===== src/rtl/bcp_pkg.sv =====
// ============================================================================
// bcp_pkg: shared types and constants for the binomial coefficient block
// Holds the field widths, the controller states and the command and status
// groups that pass between the controller and the datapath.
// ============================================================================
package bcp_pkg;

    // Widths of the stream fields.
    localparam int unsigned NUM_W     = 7;
    localparam int unsigned COEF_W    = 64;
    localparam int unsigned IN_DATA_W = 16;

    // Default largest row of the triangle.
    localparam int unsigned MAX_N_DEFAULT = 64;

    // Controller states.
    typedef enum logic [0:0] {
        ST_IDLE,
        ST_BUILD
    } state_t;

    // Commands from the controller to the datapath.
    typedef struct packed {
        logic start;       // Capture a request and seed row zero.
        logic step;        // Advance the triangle by one row.
        logic load_row;    // Move the selected cell into the output register.
        logic load_const;  // Move the trivial-case value into the output register.
    } cmd_t;

    // Status from the datapath to the controller.
    typedef struct packed {
        logic trivial;     // The offered request needs no triangle.
        logic row_done;    // The triangle has reached row n.
    } status_t;

endpackage


===== src/rtl/bcp_ctrl.sv =====
// ============================================================================
// bcp_ctrl: controller for the binomial coefficient block
// Sequences request capture, row building and result delivery, and owns
// the handshake on both stream sides.
// ============================================================================
module bcp_ctrl
(
    input  logic             clk,
    input  logic             rst_n,
    input  logic             in_valid,
    output logic             in_ready,
    output logic             out_valid,
    input  logic             out_ready,
    input  bcp_pkg::status_t status,
    output bcp_pkg::cmd_t    cmd
);

    bcp_pkg::state_t state_reg;
    bcp_pkg::state_t state_next;
    logic            out_valid_reg;
    logic            out_valid_next;
    logic            out_free;
    logic            accept;

    // The output register can take a new result when empty or being drained.
    assign out_free  = !out_valid_reg || out_ready;
    assign in_ready  = (state_reg == bcp_pkg::ST_IDLE) && out_free;
    assign accept    = in_valid && in_ready;
    assign out_valid = out_valid_reg;

    // Next-state logic.
    always_comb
    begin
        state_next = state_reg;
        unique case (state_reg)
            bcp_pkg::ST_IDLE:
            begin
                if (accept && !status.trivial)
                begin
                    state_next = bcp_pkg::ST_BUILD;
                end
            end
            bcp_pkg::ST_BUILD:
            begin
                if (status.row_done && out_free)
                begin
                    state_next = bcp_pkg::ST_IDLE;
                end
            end
            default:
            begin
                state_next = bcp_pkg::ST_IDLE;
            end
        endcase
    end

    // Output logic: datapath commands and the output valid flag.
    always_comb
    begin
        cmd            = '0;
        out_valid_next = out_valid_reg && !out_ready;
        unique case (state_reg)
            bcp_pkg::ST_IDLE:
            begin
                if (accept)
                begin
                    if (status.trivial)
                    begin
                        cmd.load_const = 1'b1;
                        out_valid_next = 1'b1;
                    end
                    else
                    begin
                        cmd.start = 1'b1;
                    end
                end
            end
            bcp_pkg::ST_BUILD:
            begin
                if (!status.row_done)
                begin
                    cmd.step = 1'b1;
                end
                else if (out_free)
                begin
                    cmd.load_row   = 1'b1;
                    out_valid_next = 1'b1;
                end
            end
            default:
            begin
                cmd = '0;
            end
        endcase
    end

    // Control registers.
    always_ff @(posedge clk or negedge rst_n)
    begin
        if (!rst_n)
        begin
            state_reg     <= bcp_pkg::ST_IDLE;
            out_valid_reg <= 1'b0;
        end
        else
        begin
            state_reg     <= state_next;
            out_valid_reg <= out_valid_next;
        end
    end

endmodule


===== config.mk =====
export PLATFORM = sky130hd
export DESIGN_NAME = bcp_ctrl
export DESIGN_NICKNAME = d
export VERILOG_FILES = /design/src/rtl/bcp_pkg.sv /design/src/rtl/bcp_ctrl.sv
export SDC_FILE = /design/constraint.sdc
export NUM_CORES = 1
export LEC_CHECK = 0
export BUFFER_PORTS_ARGS = -buffer_cell sky130_fd_sc_hd__buf_2
export CORE_AREA = 2 2 39 41
export DETAILED_ROUTE_END_ITERATION = 7
export DIE_AREA = 0 0 41 43
export GPL_TIMING_DRIVEN = 0
export SETUP_SLACK_MARGIN = 0.05
export SLEW_MARGIN = 25
export SYNTH_ARGS = -nofsm -noshare
export SYNTH_HDL_FRONTEND = slang
export SYNTH_SLANG_ARGS = --single-unit

===== constraint.sdc =====
create_clock -name clk -period 1.2 [get_ports clk]
set_clock_uncertainty 0.15 [all_clocks]
set_input_delay 0.12 -clock clk [delete_from_list [all_inputs] [get_ports clk]]
set_output_delay 0.12 -clock clk [all_outputs]
set_load 0.005 [all_outputs]

# Word-level counts from Yosys, hierarchy flattened
# Index checks and enable logic that the tools add are counted.
# classes
bitwise_logic	1
n_mux	18
n_reduce_logical	9
# op_table
operator	n
$mux W1	15
$logic_and A1 B1 Y1	5
$pmux W1 S2	2
$logic_not A1 Y1	3
$mux W2	1
$logic_or A1 B1 Y1	1
$not A1 Y1	1
# totals
ff_bits	2
output_inout_bits	6
input_bits	6

# Logic depth before layout (Yosys ltp)
# logic_depth
ltp_word	7
depth_mapped	4

# Least setup slack after synthesis
# Ideal clock, no wire load.
# synth_path
kind	flip-flop to output port
from	reg out_valid_reg, in the netlist out_valid
to	out cmd[3] (netlist name)
n_path_buf	1
arrival_time_ns	0.838
stages_incl_launch_ff	4
setup_slack_ns	0.092
path_cell_list	dfrtp_1 > nor2b_4 > buf_6 > nor4b_2
# synth_rtl
element	line_no	text
start, declared	bcp_ctrl.sv:20	logic out_valid_reg;
start signal, assigned	bcp_ctrl.sv:108	out_valid_reg <= out_valid_next;
end, declared	bcp_ctrl.sv:15	output bcp_pkg::cmd_t cmd

==> impl_metrics.env <==
export IMPL_top_layer="met4"
export IMPL_wl_met1_microns=150
export IMPL_grt_setup_unrepaired="yes"
export IMPL_setup_slack_ns=-0.136
export IMPL_io_buffers=11
export IMPL_die_y_microns=43
export IMPL_power_switching_uw=177
export IMPL_arrival_ns=1.07
export IMPL_wl_met3_microns=33
export IMPL_hold_worst_slack_ns=0.0395
export IMPL_ctsHtreeMaxLevel=1
export IMPL_antenna_found_initial=0
export IMPL_dr_pass1_iters=2
export IMPL_slowest_delay_ns=0.36
export IMPL_wl_per_cell_microns=7.61
export IMPL_syn_to_final_growth_pct=95.8
export IMPL_synth_cell_area_sq_um=148
export IMPL_fin_util_pct=20.9
export IMPL_std_cell_rows=14
export IMPL_vias_per_cell=3.45
export IMPL_fmax_mhz=749
export IMPL_drc=0
export IMPL_critPathLaunchType="flop"
export IMPL_worst_hold_path_type="in2reg"
export IMPL_setup_viol=5
export IMPL_dp_cells=42
export IMPL_synth_net_count=21
export IMPL_crit_fanout=4
export IMPL_clkPwrFrac_pct=27.4
export IMPL_yosysUniqueCellTypes=12
export IMPL_tightest_slew_ns=0.169
export IMPL_grt_max_degree=6
export IMPL_core_area_sq_um=1380
export IMPL_max_clock_path_buffers=2
export IMPL_grt_pass1_wl_microns=517
export IMPL_status="finished, violations left"
export IMPL_hold_viol=0
export IMPL_drive_above_1_share_pct=69.7
export IMPL_die_w_microns=41
export IMPL_synth_avg_cell_area_sq_um=9.84
export IMPL_insertion_delay_ns=0.23
export IMPL_cellLeakagePower_nw=0.140
export IMPL_routed_wl_microns=373
export IMPL_cts_tree="yes"
export IMPL_power_density_nw_per_um2=1900
export IMPL_critPathTopFamily="flip-flops"
export IMPL_dr_wl_met2_microns=168
export IMPL_fin_cells=49
export IMPL_final_max_slew_viol_count=0
export IMPL_crit_buf_inv=1
export IMPL_clk_pin_slew_ns=0.03
export IMPL_ant_nets=0
export IMPL_violations="negative setup slack"
export IMPL_finalCriticalPeriod_ns=1.34
export IMPL_ys_warn_count=0
export IMPL_grt_pass1_vias=137
export IMPL_diodes=0
export IMPL_overflow=0
export IMPL_vias=169
export IMPL_dieArea_sq_um=1760
export IMPL_p_total_uw=549
export IMPL_clockRootBuffer="clkbuf_4"
export IMPL_cp_required_ns=0.93
export IMPL_initial_utilization_pct=10.7
export IMPL_cp_end_kind="output pin"
export IMPL_ys_seq_area_share_pct=33.9
export IMPL_p_int_uw=373
export IMPL_p_comb_share_pct=47.5
export IMPL_ir_drop_uv=356
export IMPL_maxSlewHeadroom_pct=88.7
export IMPL_synth_seq_cells=2
export IMPL_slowest_stage="dfrtp_1"
export IMPL_syn_inst=15
export IMPL_crit_type="reg2out"
export IMPL_timing_final_crit_share_pct=111
export IMPL_ios=12
export IMPL_gp_congestion=0.521
export IMPL_track_usage_pct=5.61
export IMPL_fin_nets=41
export IMPL_switching_share_pct=32.1
export IMPL_cts_sinks=2
export IMPL_path_cells="nor2b_4, nor4b_2, buf_2"
export IMPL_drt_iter0_drc=3
export IMPL_drv_cap=0
export IMPL_power_frac_seq_pct=25.1
export IMPL_dp_hpwl_microns=262
export IMPL_numCtsBuffers=3
[synth_stat cells]
| cell type | n | share of area [%] |
|---|---|---|
| buf_6 | 1 | 7.6 |
| nor4b_2 | 1 | 10 |
| o22a_1 | 1 | 5.9 |
| nor2b_1 | 1 | 4.2 |
| nor2b_4 | 1 | 9.3 |
| nor2_1 | 2 | 5.1 |
| nor3_1 | 1 | 3.4 |
| dfrtp_1 | 2 | 34 |
| nand2_1 | 2 | 5.1 |
| nor3b_2 | 1 | 8.5 |
| a21oi_1 | 1 | 3.4 |
| o21ai_0 | 1 | 3.4 |
[power by group through the flow]
stage / registers [mW] / logic, mW / clock network [mW]
after CTS: 0.139 / 0.249 / 0.154
final: 0.138 / 0.261 / 0.150
after global routing: 0.144 / 0.298 / 0.161
after detailed placement: 0.144 / 0.198 / 0
after floorplan: 0.136 / 0.119 / 0
after global placement: 0.140 / 0.196 / 0
[layer usage]
layer	GRT usage (%)	up-vias
li1	-	90
met1	3.50	68
met4	10.0	0
met5	0	-
met3	4.71	2
met2	6.56	9
[stage by stage]
| step | setup slack [ns] | cell area [sq um] | setup TNS, ns |
|---|---|---|---|
| 6_report | -0.136 | 289 | -0.603 |
| 3_5_place_dp | -0.0103 | 223 | -0.0103 |
| 4_1_cts | -0.184 | 283 | -0.699 |
| 3_3_place_gp | -0.00961 | 223 | -0.00961 |
| 5_1_grt | -0.205 | 289 | -0.913 |
| 2_1_floorplan | 0.0921 | 148 | 0 |
[worst register-to-register path, cell delays in order, from the launching register on]
cell,delay [ns]
dfrtp_1,0.36
nor2b_4,0.14
buf_6,0.11
nor3b_2,0.15
o22a_1,0.14
[cells in the final DEF, fill, tap and decap left out, drive strengths merged]
master / n
a21oi: 1
buf: 14
clkbuf: 3
dfrtp: 2
dlygate4sd3: 2
nand2: 2
nor2: 2
nor2b: 2
nor3: 1
nor3b: 1
nor4b: 1
o21ai: 1
o22a: 1
[area by class of cell]
type / instances / area [sq um]
clock buffer: 3 / 22.5
fill: 157 / 1090
tap: 16 / 20.0
sequential: 2 / 51.3
multi-input combinational: 12 / 93.8
timing repair buffer: 16 / 101
[kinds of logic after synthesis]
logic type / share of synthesized area (%)
AO/OA/AOI/OAI: 12.7
flip-flops: 33.9
buffers and inverters: 7.63
AND/OR/NAND/NOR: 45.8
[repair_timing]
action	4_1_cts	5_1_grt
hold buffers	2	0
endpoints found under the hold margin	3	0
buffers inserted	3	0
endpoints found under the setup margin	5	7
pin swaps	3	2
gates resized for setup	2	3
[final timing paths]
check | startpoint | to | slack [ns] | depth (start not counted)
worst min register to register | state_reg$_DFF_PN0_ | state_reg$_DFF_PN0_ | 0.43 | 1
worst min-delay path | in_valid | out_valid$_DFF_PN0_ | 0.04 | 3
min in group asynchronous | rst_n | out_valid$_DFF_PN0_ | 0.06 | 2
max in group asynchronous | rst_n | state_reg$_DFF_PN0_ | 0.72 | 2
worst max register to register | out_valid$_DFF_PN0_ | state_reg$_DFF_PN0_ | 0.07 | 4
worst max-delay path | out_valid$_DFF_PN0_ | cmd[3] | -0.14 | 3
Note: power is estimated with default switching activity, not from simulation.
